<file path="config.mk">
export PLATFORM = sky130hd
export DESIGN_NAME = masked_int_reduce_min_max_sum
export DESIGN_NICKNAME = d
export VERILOG_FILES = /design/src/rtl/mimms_pkg.sv /design/src/rtl/masked_int_reduce_min_max_sum.sv /design/src/rtl/mimms_front.sv /design/src/rtl/mimms_queue.sv /design/src/rtl/mimms_back.sv
export SDC_FILE = /design/constraint.sdc
export NUM_CORES = 1
export LEC_CHECK = 0
export ABC_AREA = 1
export BUFFER_PORTS_ARGS = -buffer_cell sky130_fd_sc_hd__buf_2
export CAP_MARGIN = 20
export CELL_PAD_IN_SITES_DETAIL_PLACEMENT = 1
export CELL_PAD_IN_SITES_GLOBAL_PLACEMENT = 1
export CORE_MARGIN = 1
export CORE_UTILIZATION = 46
export CTS_BUF_LIST = sky130_fd_sc_hd__clkbuf_16
export DETAILED_ROUTE_END_ITERATION = 8
export PLACE_DENSITY = 0.8
export REMOVE_ABC_BUFFERS = 1
export SKIP_CTS_REPAIR_TIMING = 1
export SYNTH_ARGS = -nofsm -noshare
export SYNTH_HDL_FRONTEND = slang
export SYNTH_SLANG_ARGS = --single-unit
</file>
<file path="constraint.sdc">
create_clock -name clock -period 14.2 [get_ports clock]
set_clock_uncertainty 0.15 [all_clocks]
set_input_delay 2.84 -clock clock [delete_from_list [all_inputs] [get_ports clock]]
set_output_delay 2.84 -clock clock [all_outputs]
set_load 0.02 [all_outputs]
</file>
<file path="src/rtl/mimms_pkg.sv">
// shared types, constants and helper functions for the min / max / sum reduction
package mimms_pkg;

   localparam int DATA_WIDTH          = 64;
   localparam int NULL_OUT_WIDTH      = 32;
   localparam int COUNT_WIDTH_DEFAULT = 32;
   localparam int QUEUE_DEPTH_DEFAULT = 2;
   localparam int CSR_INDEX_WIDTH     = 2;
   localparam int CSR_DATA_WIDTH      = 2;

   localparam logic [DATA_WIDTH-1:0] SIGN_BIAS = 64'h8000_0000_0000_0000;

   localparam logic [CSR_INDEX_WIDTH-1:0] CSR_ELEM_WIDTH_MODE = 2'd0;
   localparam logic [CSR_INDEX_WIDTH-1:0] CSR_SIGNED_MODE     = 2'd1;

   typedef enum logic [1:0] {
      WIDTH_8  = 2'd0,
      WIDTH_16 = 2'd1,
      WIDTH_32 = 2'd2,
      WIDTH_64 = 2'd3
   } width_mode_type;

   typedef struct packed {
      width_mode_type elem_width_mode;
      logic           signed_mode;
   } cfg_type;

   typedef struct packed {
      logic [DATA_WIDTH-1:0] element_value;
      logic                  element_valid;
      logic                  last_element;
   } req_type;

   typedef struct packed {
      logic [DATA_WIDTH-1:0]     min_value;
      logic [DATA_WIDTH-1:0]     max_value;
      logic [DATA_WIDTH-1:0]     sum_value;
      logic [NULL_OUT_WIDTH-1:0] null_count;
   } rsp_type;

   // classified request: value already extended to full width
   typedef struct packed {
      logic [DATA_WIDTH-1:0] value;
      logic                  participates;
      logic                  last_element;
   } op_type;

   function automatic logic [DATA_WIDTH-1:0] width_mask(input width_mode_type mode);
      logic [DATA_WIDTH-1:0] mask;
      unique case (mode)
         WIDTH_8:  mask = 64'h0000_0000_0000_00FF;
         WIDTH_16: mask = 64'h0000_0000_0000_FFFF;
         WIDTH_32: mask = 64'h0000_0000_FFFF_FFFF;
         WIDTH_64: mask = 64'hFFFF_FFFF_FFFF_FFFF;
         default:  mask = 64'hFFFF_FFFF_FFFF_FFFF;
      endcase
      return mask;
   endfunction

   function automatic logic [DATA_WIDTH-1:0] type_max(input cfg_type cfg);
      logic [DATA_WIDTH-1:0] mask;
      mask = width_mask(cfg.elem_width_mode);
      return cfg.signed_mode ? (mask >> 1) : mask;
   endfunction

   function automatic logic [DATA_WIDTH-1:0] type_lowest(input cfg_type cfg);
      logic [DATA_WIDTH-1:0] mask;
      mask = width_mask(cfg.elem_width_mode);
      return cfg.signed_mode ? ~(mask >> 1) : '0;
   endfunction

endpackage

</file>
<file path="src/rtl/masked_int_reduce_min_max_sum.sv">
// top level of the null-aware min / max / sum column reduction
//
//   channel  direction  handshake              payload
//   req      in         req_valid / req_ready  req_data (element, valid, last)
//   rsp      out        rsp_valid / rsp_ready  rsp_data (min, max, sum, null count)
//   csr      in         csr_write_en           csr_index, csr_wdata
//
// one request per cycle sustained while nothing stalls; a request passes the front
// register, the queue and the back accumulator, where its result is registered
// reset clears the accumulators and sets 64-bit signed mode; no clearing pass
// a stalled result holds the back stage only on a last request; the queue and
// front register keep taking requests until full
module masked_int_reduce_min_max_sum #(
   parameter int COUNT_WIDTH = mimms_pkg::COUNT_WIDTH_DEFAULT,
   parameter int QUEUE_DEPTH = mimms_pkg::QUEUE_DEPTH_DEFAULT
) (
   input  logic                                     clock,
   input  logic                                     reset,
   input  logic                                     req_valid,
   output logic                                     req_ready,
   input  mimms_pkg::req_type                       req_data,
   output logic                                     rsp_valid,
   input  logic                                     rsp_ready,
   output mimms_pkg::rsp_type                       rsp_data,
   input  logic                                     csr_write_en,
   input  logic [mimms_pkg::CSR_INDEX_WIDTH-1:0]    csr_index,
   input  logic [mimms_pkg::CSR_DATA_WIDTH-1:0]     csr_wdata
);
   import mimms_pkg::*;

   cfg_type cfg_ff;
   cfg_type cfg_in;
   logic    cfg_clear;
   logic    front_valid;
   logic    front_ready;
   op_type  front_data;
   logic    back_valid;
   logic    back_ready;
   op_type  back_data;

   assign cfg_clear = csr_write_en &&
                      ((csr_index == CSR_ELEM_WIDTH_MODE) || (csr_index == CSR_SIGNED_MODE));

   always_comb begin
      cfg_in = cfg_ff;
      if (csr_write_en) begin
         if (csr_index == CSR_ELEM_WIDTH_MODE) begin
            cfg_in.elem_width_mode = width_mode_type'(csr_wdata[1:0]);
         end else if (csr_index == CSR_SIGNED_MODE) begin
            cfg_in.signed_mode = csr_wdata[0];
         end
      end
   end

   always_ff @(posedge clock) begin
      if (reset) begin
         cfg_ff.elem_width_mode <= WIDTH_64;
         cfg_ff.signed_mode     <= 1'b1;
      end else begin
         cfg_ff <= cfg_in;
      end
   end

   mimms_front u_front (
      .clock     (clock),
      .reset     (reset),
      .cfg       (cfg_ff),
      .req_valid (req_valid),
      .req_ready (req_ready),
      .req_data  (req_data),
      .op_valid  (front_valid),
      .op_ready  (front_ready),
      .op_data   (front_data)
   );

   mimms_queue #(
      .DEPTH (QUEUE_DEPTH)
   ) u_queue (
      .clock      (clock),
      .reset      (reset),
      .push_valid (front_valid),
      .push_ready (front_ready),
      .push_data  (front_data),
      .pop_valid  (back_valid),
      .pop_ready  (back_ready),
      .pop_data   (back_data)
   );

   mimms_back #(
      .COUNT_WIDTH (COUNT_WIDTH)
   ) u_back (
      .clock     (clock),
      .reset     (reset),
      .cfg       (cfg_ff),
      .cfg_clear (cfg_clear),
      .op_valid  (back_valid),
      .op_ready  (back_ready),
      .op_data   (back_data),
      .rsp_valid (rsp_valid),
      .rsp_ready (rsp_ready),
      .rsp_data  (rsp_data)
   );

endmodule

</file>
<file path="src/rtl/mimms_front.sv">
// front stage: accepts requests, masks and extends the element, registers the classified op
module mimms_front (
   input  logic               clock,
   input  logic               reset,
   input  mimms_pkg::cfg_type cfg,
   input  logic               req_valid,
   output logic               req_ready,
   input  mimms_pkg::req_type req_data,
   output logic               op_valid,
   input  logic               op_ready,
   output mimms_pkg::op_type  op_data
);
   import mimms_pkg::*;

   logic                  valid_ff;
   logic                  valid_in;
   op_type                op_ff;
   op_type                op_in;
   logic [DATA_WIDTH-1:0] mask;
   logic [DATA_WIDTH-1:0] masked;
   logic                  accept;

   assign req_ready = !valid_ff || op_ready;
   assign accept    = req_valid && req_ready;

   always_comb begin
      mask   = width_mask(cfg.elem_width_mode);
      masked = req_data.element_value & mask;
      op_in.value = masked;
      if (cfg.signed_mode && (|(masked & ~(mask >> 1)))) begin
         op_in.value = masked | ~mask;
      end
      op_in.participates = req_data.element_valid;
      op_in.last_element = req_data.last_element;
   end

   always_comb begin
      valid_in = valid_ff;
      if (accept) begin
         valid_in = 1'b1;
      end else if (op_ready) begin
         valid_in = 1'b0;
      end
   end

   always_ff @(posedge clock) begin
      if (reset) begin
         valid_ff <= 1'b0;
      end else begin
         valid_ff <= valid_in;
      end
   end

   always_ff @(posedge clock) begin
      if (accept) begin
         op_ff <= op_in;
      end
   end

   assign op_valid = valid_ff;
   assign op_data  = op_ff;

endmodule

</file>
<file path="src/rtl/mimms_queue.sv">
// short fifo of classified ops between the front and back stages
module mimms_queue #(
   parameter int DEPTH = mimms_pkg::QUEUE_DEPTH_DEFAULT
) (
   input  logic              clock,
   input  logic              reset,
   input  logic              push_valid,
   output logic              push_ready,
   input  mimms_pkg::op_type push_data,
   output logic              pop_valid,
   input  logic              pop_ready,
   output mimms_pkg::op_type pop_data
);
   import mimms_pkg::*;

   localparam int PTR_WIDTH   = (DEPTH > 1) ? $clog2(DEPTH) : 1;
   localparam int COUNT_WIDTH = $clog2(DEPTH + 1);

   op_type                 mem_ff [DEPTH];
   logic [PTR_WIDTH-1:0]   wr_ptr_ff;
   logic [PTR_WIDTH-1:0]   wr_ptr_in;
   logic [PTR_WIDTH-1:0]   rd_ptr_ff;
   logic [PTR_WIDTH-1:0]   rd_ptr_in;
   logic [COUNT_WIDTH-1:0] count_ff;
   logic [COUNT_WIDTH-1:0] count_in;
   logic                   push;
   logic                   pop;

   assign push_ready = (count_ff != COUNT_WIDTH'(DEPTH));
   assign pop_valid  = (count_ff != '0);
   assign push       = push_valid && push_ready;
   assign pop        = pop_valid && pop_ready;
   assign pop_data   = mem_ff[rd_ptr_ff];

   always_comb begin
      wr_ptr_in = wr_ptr_ff;
      rd_ptr_in = rd_ptr_ff;
      count_in  = count_ff;
      if (push) begin
         wr_ptr_in = (wr_ptr_ff == PTR_WIDTH'(DEPTH - 1)) ? '0 : wr_ptr_ff + 1'b1;
      end
      if (pop) begin
         rd_ptr_in = (rd_ptr_ff == PTR_WIDTH'(DEPTH - 1)) ? '0 : rd_ptr_ff + 1'b1;
      end
      if (push && !pop) begin
         count_in = count_ff + 1'b1;
      end else if (pop && !push) begin
         count_in = count_ff - 1'b1;
      end
   end

   always_ff @(posedge clock) begin
      if (reset) begin
         wr_ptr_ff <= '0;
         rd_ptr_ff <= '0;
         count_ff  <= '0;
      end else begin
         wr_ptr_ff <= wr_ptr_in;
         rd_ptr_ff <= rd_ptr_in;
         count_ff  <= count_in;
      end
   end

   always_ff @(posedge clock) begin
      if (push) begin
         mem_ff[wr_ptr_ff] <= push_data;
      end
   end

endmodule

</file>
<file path="src/rtl/mimms_back.sv">
// back stage: running min, max, sum and null count, with the registered result
module mimms_back #(
   parameter int COUNT_WIDTH = mimms_pkg::COUNT_WIDTH_DEFAULT
) (
   input  logic               clock,
   input  logic               reset,
   input  mimms_pkg::cfg_type cfg,
   input  logic               cfg_clear,
   input  logic               op_valid,
   output logic               op_ready,
   input  mimms_pkg::op_type  op_data,
   output logic               rsp_valid,
   input  logic               rsp_ready,
   output mimms_pkg::rsp_type rsp_data
);
   import mimms_pkg::*;

   logic                      empty_ff;
   logic                      empty_in;
   logic [DATA_WIDTH-1:0]     min_ff;
   logic [DATA_WIDTH-1:0]     min_in;
   logic [DATA_WIDTH-1:0]     max_ff;
   logic [DATA_WIDTH-1:0]     max_in;
   logic [DATA_WIDTH-1:0]     sum_ff;
   logic [DATA_WIDTH-1:0]     sum_in;
   logic [COUNT_WIDTH-1:0]    cnt_ff;
   logic [COUNT_WIDTH-1:0]    cnt_in;
   logic                      rsp_valid_ff;
   logic                      rsp_valid_in;
   rsp_type                   rsp_data_ff;
   rsp_type                   rsp_data_in;
   logic                      fold_empty;
   logic [DATA_WIDTH-1:0]     fold_min;
   logic [DATA_WIDTH-1:0]     fold_max;
   logic [DATA_WIDTH-1:0]     fold_sum;
   logic [COUNT_WIDTH-1:0]    fold_cnt;
   logic [NULL_OUT_WIDTH-1:0] null_out;
   logic                      pop;

   function automatic logic less_than(input logic [DATA_WIDTH-1:0] a,
                                      input logic [DATA_WIDTH-1:0] b,
                                      input logic                  sgn);
      return sgn ? ((a ^ SIGN_BIAS) < (b ^ SIGN_BIAS)) : (a < b);
   endfunction

   // result slot must be free or draining before a last op is taken
   assign op_ready = !op_data.last_element || !rsp_valid_ff || rsp_ready;
   assign pop      = op_valid && op_ready;

   // fold the current op into the accumulators
   always_comb begin
      fold_empty = empty_ff;
      fold_min   = min_ff;
      fold_max   = max_ff;
      fold_sum   = sum_ff;
      fold_cnt   = cnt_ff;
      if (op_data.participates) begin
         fold_empty = 1'b0;
         fold_sum   = sum_ff + op_data.value;
         if (empty_ff || less_than(op_data.value, min_ff, cfg.signed_mode)) begin
            fold_min = op_data.value;
         end
         if (empty_ff || less_than(max_ff, op_data.value, cfg.signed_mode)) begin
            fold_max = op_data.value;
         end
      end else if (cnt_ff != '1) begin
         fold_cnt = cnt_ff + 1'b1;
      end
   end

   generate
      if (COUNT_WIDTH > NULL_OUT_WIDTH) begin : g_null_sat
         assign null_out = (|fold_cnt[COUNT_WIDTH-1:NULL_OUT_WIDTH]) ?
                           '1 : fold_cnt[NULL_OUT_WIDTH-1:0];
      end else begin : g_null_ext
         assign null_out = NULL_OUT_WIDTH'(fold_cnt);
      end
   endgenerate

   always_comb begin
      empty_in     = empty_ff;
      min_in       = min_ff;
      max_in       = max_ff;
      sum_in       = sum_ff;
      cnt_in       = cnt_ff;
      rsp_valid_in = rsp_valid_ff;
      rsp_data_in  = rsp_data_ff;

      rsp_data_in.min_value  = fold_empty ? type_max(cfg) : fold_min;
      rsp_data_in.max_value  = fold_empty ? type_lowest(cfg) : fold_max;
      rsp_data_in.sum_value  = fold_sum;
      rsp_data_in.null_count = null_out;

      if (rsp_ready) begin
         rsp_valid_in = 1'b0;
      end

      if (cfg_clear) begin
         empty_in = 1'b1;
         sum_in   = '0;
         cnt_in   = '0;
      end else if (pop) begin
         if (op_data.last_element) begin
            empty_in     = 1'b1;
            sum_in       = '0;
            cnt_in       = '0;
            rsp_valid_in = 1'b1;
         end else begin
            empty_in = fold_empty;
            min_in   = fold_min;
            max_in   = fold_max;
            sum_in   = fold_sum;
            cnt_in   = fold_cnt;
         end
      end
   end

   always_ff @(posedge clock) begin
      if (reset) begin
         empty_ff     <= 1'b1;
         sum_ff       <= '0;
         cnt_ff       <= '0;
         rsp_valid_ff <= 1'b0;
      end else begin
         empty_ff     <= empty_in;
         sum_ff       <= sum_in;
         cnt_ff       <= cnt_in;
         rsp_valid_ff <= rsp_valid_in;
      end
   end

   always_ff @(posedge clock) begin
      min_ff <= min_in;
      max_ff <= max_in;
      if (pop && op_data.last_element) begin
         rsp_data_ff <= rsp_data_in;
      end
   end

   assign rsp_valid = rsp_valid_ff;
   assign rsp_data  = rsp_data_ff;

endmodule
</file>
==> results.toml <==
[layout]
nets = 4531
antenna_cells = 0
final_area_sq_um = 40100
layout-drive-gt1-share_pct = 13.2
syn_to_final_growth_pct = 13.7
fill_cells = 8954
final_util_pct = 52.8

[global_routing]
busiest_layer = "met2"
grt_pass1_vias = 30100
grt_use_met3_pct = 3.81
grt_overflow_total = 0
grt_pass1_wl_microns = 174000
grt_usage_pct = 29.1
grt_max_degree = 105
globalRouteMet1Util_pct = 38.9
grt_use_met2_pct = 48.1
antenna_found_initial = 3

[die]
die_y_microns = 279
io_pins = 301
initial_core_util_pct = 46.4
die_w_microns = 279
core_area_sq_um = 75900
num_rows = 101
die_area_sq_um = 77800

[synthesis]
synth_edf_count = 550
post_synth_and_or_nand_nor_area_fraction_pct = 24.1
postSynthCellCount = 3982
synth_top_area_share_pct = 46.8
synth_mux_area_share_pct = 0
synth_area_sq_um = 35300
synth_xor_area_share_pct = 1.17
synth_flop_cell = "edfxtp_1"
synth.distinct_cells = 45
ys_warn_count = 0
avgSynthCellArea_sq_um = 8.86
ys_seq_elements = 657
synthTopCellsByCount = "nand2_1 (954), edfxtp_1 (550), inv_1 (487), nand3_1 (418), a21oi_1 (252)"
async_reset_ff_share_pct = 0
synth_top_family_by_area = "simple AND/OR/NAND/NOR gates"
synth_most_common_cell = "nand2_1"
seq_area_frac_synth_pct = 52.9
synthAdderAreaFrac_pct = 6.90
synth-compound-area-share_pct = 7.87
synthTopCellsByArea = "edfxtp_1 (47%), nand2_1 (10%), ha_1 (6.8%)"
synth_top_cell_by_area = "edfxtp_1"

[route]
drtIter0Drc = 2293
viasPerCell = 5.50
first_pass_iters = 5
ant_nets = 0
wl_per_cell_microns = 21.4
wirelength_microns = 114000
drc = 0
vias = 29400

[sta]
tightest_slew_ns = 1.12
drv_slew = 0
finalWorstSetupSlack_ns = 8.32
period_minus_slack_ns = 5.88
slew_headroom_pct = 25.0
fin_tns_setup_ns = 0
fmax_ghz = 0.170
setup_viol = 0
hold_viol = 0
rsz0062_at_grt = "no"
post-route-period-util_pct = 41.4

[place]
io_buffers = 300
dpl.hpwl_microns = 82100
gp_congestion = 0.961
place_area_sq_um = 37900
dp_slack_ns = 7.58

[clock_network]
clock_path_buffers = 3
cts_tree = "yes"
cts_root_buffer = "clkbuf_16"
htree_levels = 3
cts_buffers = 73
clk_pin_slew_ns = 0.06
clock-sinks = 657
clkLatencyLatePin_ns = 0.64

[critical_path]
cp_data_required_time_ns = 14.28
startpoint_type = "primary input"
crit_slowest_cell = "buf_4"
cpPeakStageDelay_ns = 0.81
path_cells = "buf_2 -> nor2_1 -> a21oi_1 -> nand2_1 -> inv_8 -> buf_4 -> buf_4"
worst-path-max-fanout = 104
cpMostUsedCell = "buf_4"
cp-end-kind = "register"
path_class = "primary input to register"
cp.arrival_ns = 5.96

[pwr]
peakVddDrop_mv = 0.137
p_per_area_nw_per_um2 = 240
leakagePower_nw = 17.4

[min_path]
worstHoldPathType = "register to register"

[flow_run]
maxCapViolations = 0

[run_status]
status = "completed"
[worst max-delay path, delay by kind of cell]
family / cells / cell delay [ns]
AO/OA/AOI/OAI: 1 / 0.41
AND/OR/NAND/NOR: 2 / 0.35
buffers and inverters: 4 / 2.25
[layout by cell type (no fill, tap or decap), types with 4 or more instances in the layout]
cell,n
ha_1,193
or2_2,85
a31oi_1,11
o21ai_1,57
dfxtp_1,104
nand2_1,952
clkbuf_16,74
a21o_1,7
nor3_1,30
or2_1,5
o21ai_0,144
nand3b_1,6
xor2_1,26
xnor2_1,21
a21boi_0,8
nand4_1,31
o21a_1,7
edfxtp_1,550
nor2_1,236
buf_2,300
o211ai_1,15
nor4_1,6
clkinv_1,14
inv_1,501
o21bai_1,10
nand3_1,417
a21oi_1,252
clkinvlp_4,4
clkinv_2,17
buf_4,44
inv_2,12
and2_1,136
[flip-flops by register name (all words and copies together), names as in the netlist, named ones only]
name,flops
u_back.rsp_data,224
u_queue.mem_ff,132
u_front.op_data,66
u_back.max_ff,64
u_back.min_ff,64
u_back.sum_ff,64
u_back.cnt_ff,32
cfg_ff,3
u_queue.count_ff,2
u_back.empty_ff,1
u_back.rsp_valid,1
u_front.op_valid,1
u_queue.rd_ptr_ff,1
u_queue.wr_ptr_ff,1
[metal layers]
metal  vias to the layer above  part of all wire [%]  wire, microns
li1                      13800                     -              -
met1                     14500                    44          49800
met2                       842                    47          54100
met3                       188                   5.6           6370
met4                         2                   3.5           4060
met5                         -                0.0087             10
[path summary, 6_finish.rpt]
path	to	slack, ns	startpoint	cells past startpoint
worst min register to register	u_queue.mem_ff[0][8]	0.30	u_front.op_data[8]	0
worst min-delay path	u_queue.mem_ff[0][8]	0.30	u_front.op_data[8]	0
worst max-delay path	u_back.rsp_data[49]	8.32	rsp_ready	7
worst max register to register	u_back.rsp_data[148]	8.87	register	19
[final cells by class]
cell class,instances,area [sq um],share of cell area [%]
Sequential cell,657,18700,46.5
Multi-Input combinational cell,2686,14200,35.4
Inverter,500,1890,4.72
Clock buffer,74,1850,4.62
Timing Repair Buffer,344,1830,4.57
Tap cell,1030,1290,3.21
Clock inverter,60,399,0.995
[power by group]
group          switching (mW)  internal (mW)  leakage, nW
Sequential              0.267           2.93         5.99
Combinational            3.27           1.36         10.2
Clock                   0.827          0.978         1.16
Total                    4.36           5.27         17.4
[cell families after synthesis]
group	after synthesis
adder cells (fa/ha/maj)	194
AND/OR/NAND/NOR	1923
AO/OA/AOI/OAI	522
flip-flops	657
buffers and inverters	639
XOR/XNOR	47
[stage by stage]
step / power, mW / hold WS [ns] / cells
2_1_floorplan: 6.15 / 0.271 / 3843
3_3_place_gp: 7.57 / 0.272 / 5217
3_5_place_dp: 7.79 / 0.285 / 5217
4_1_cts: 9.64 / 0.299 / 5351
5_1_grt: 10.2 / 0.305 / 5351
6_report: 9.64 / 0.298 / 5351
(Power assumes the default switching activity.)
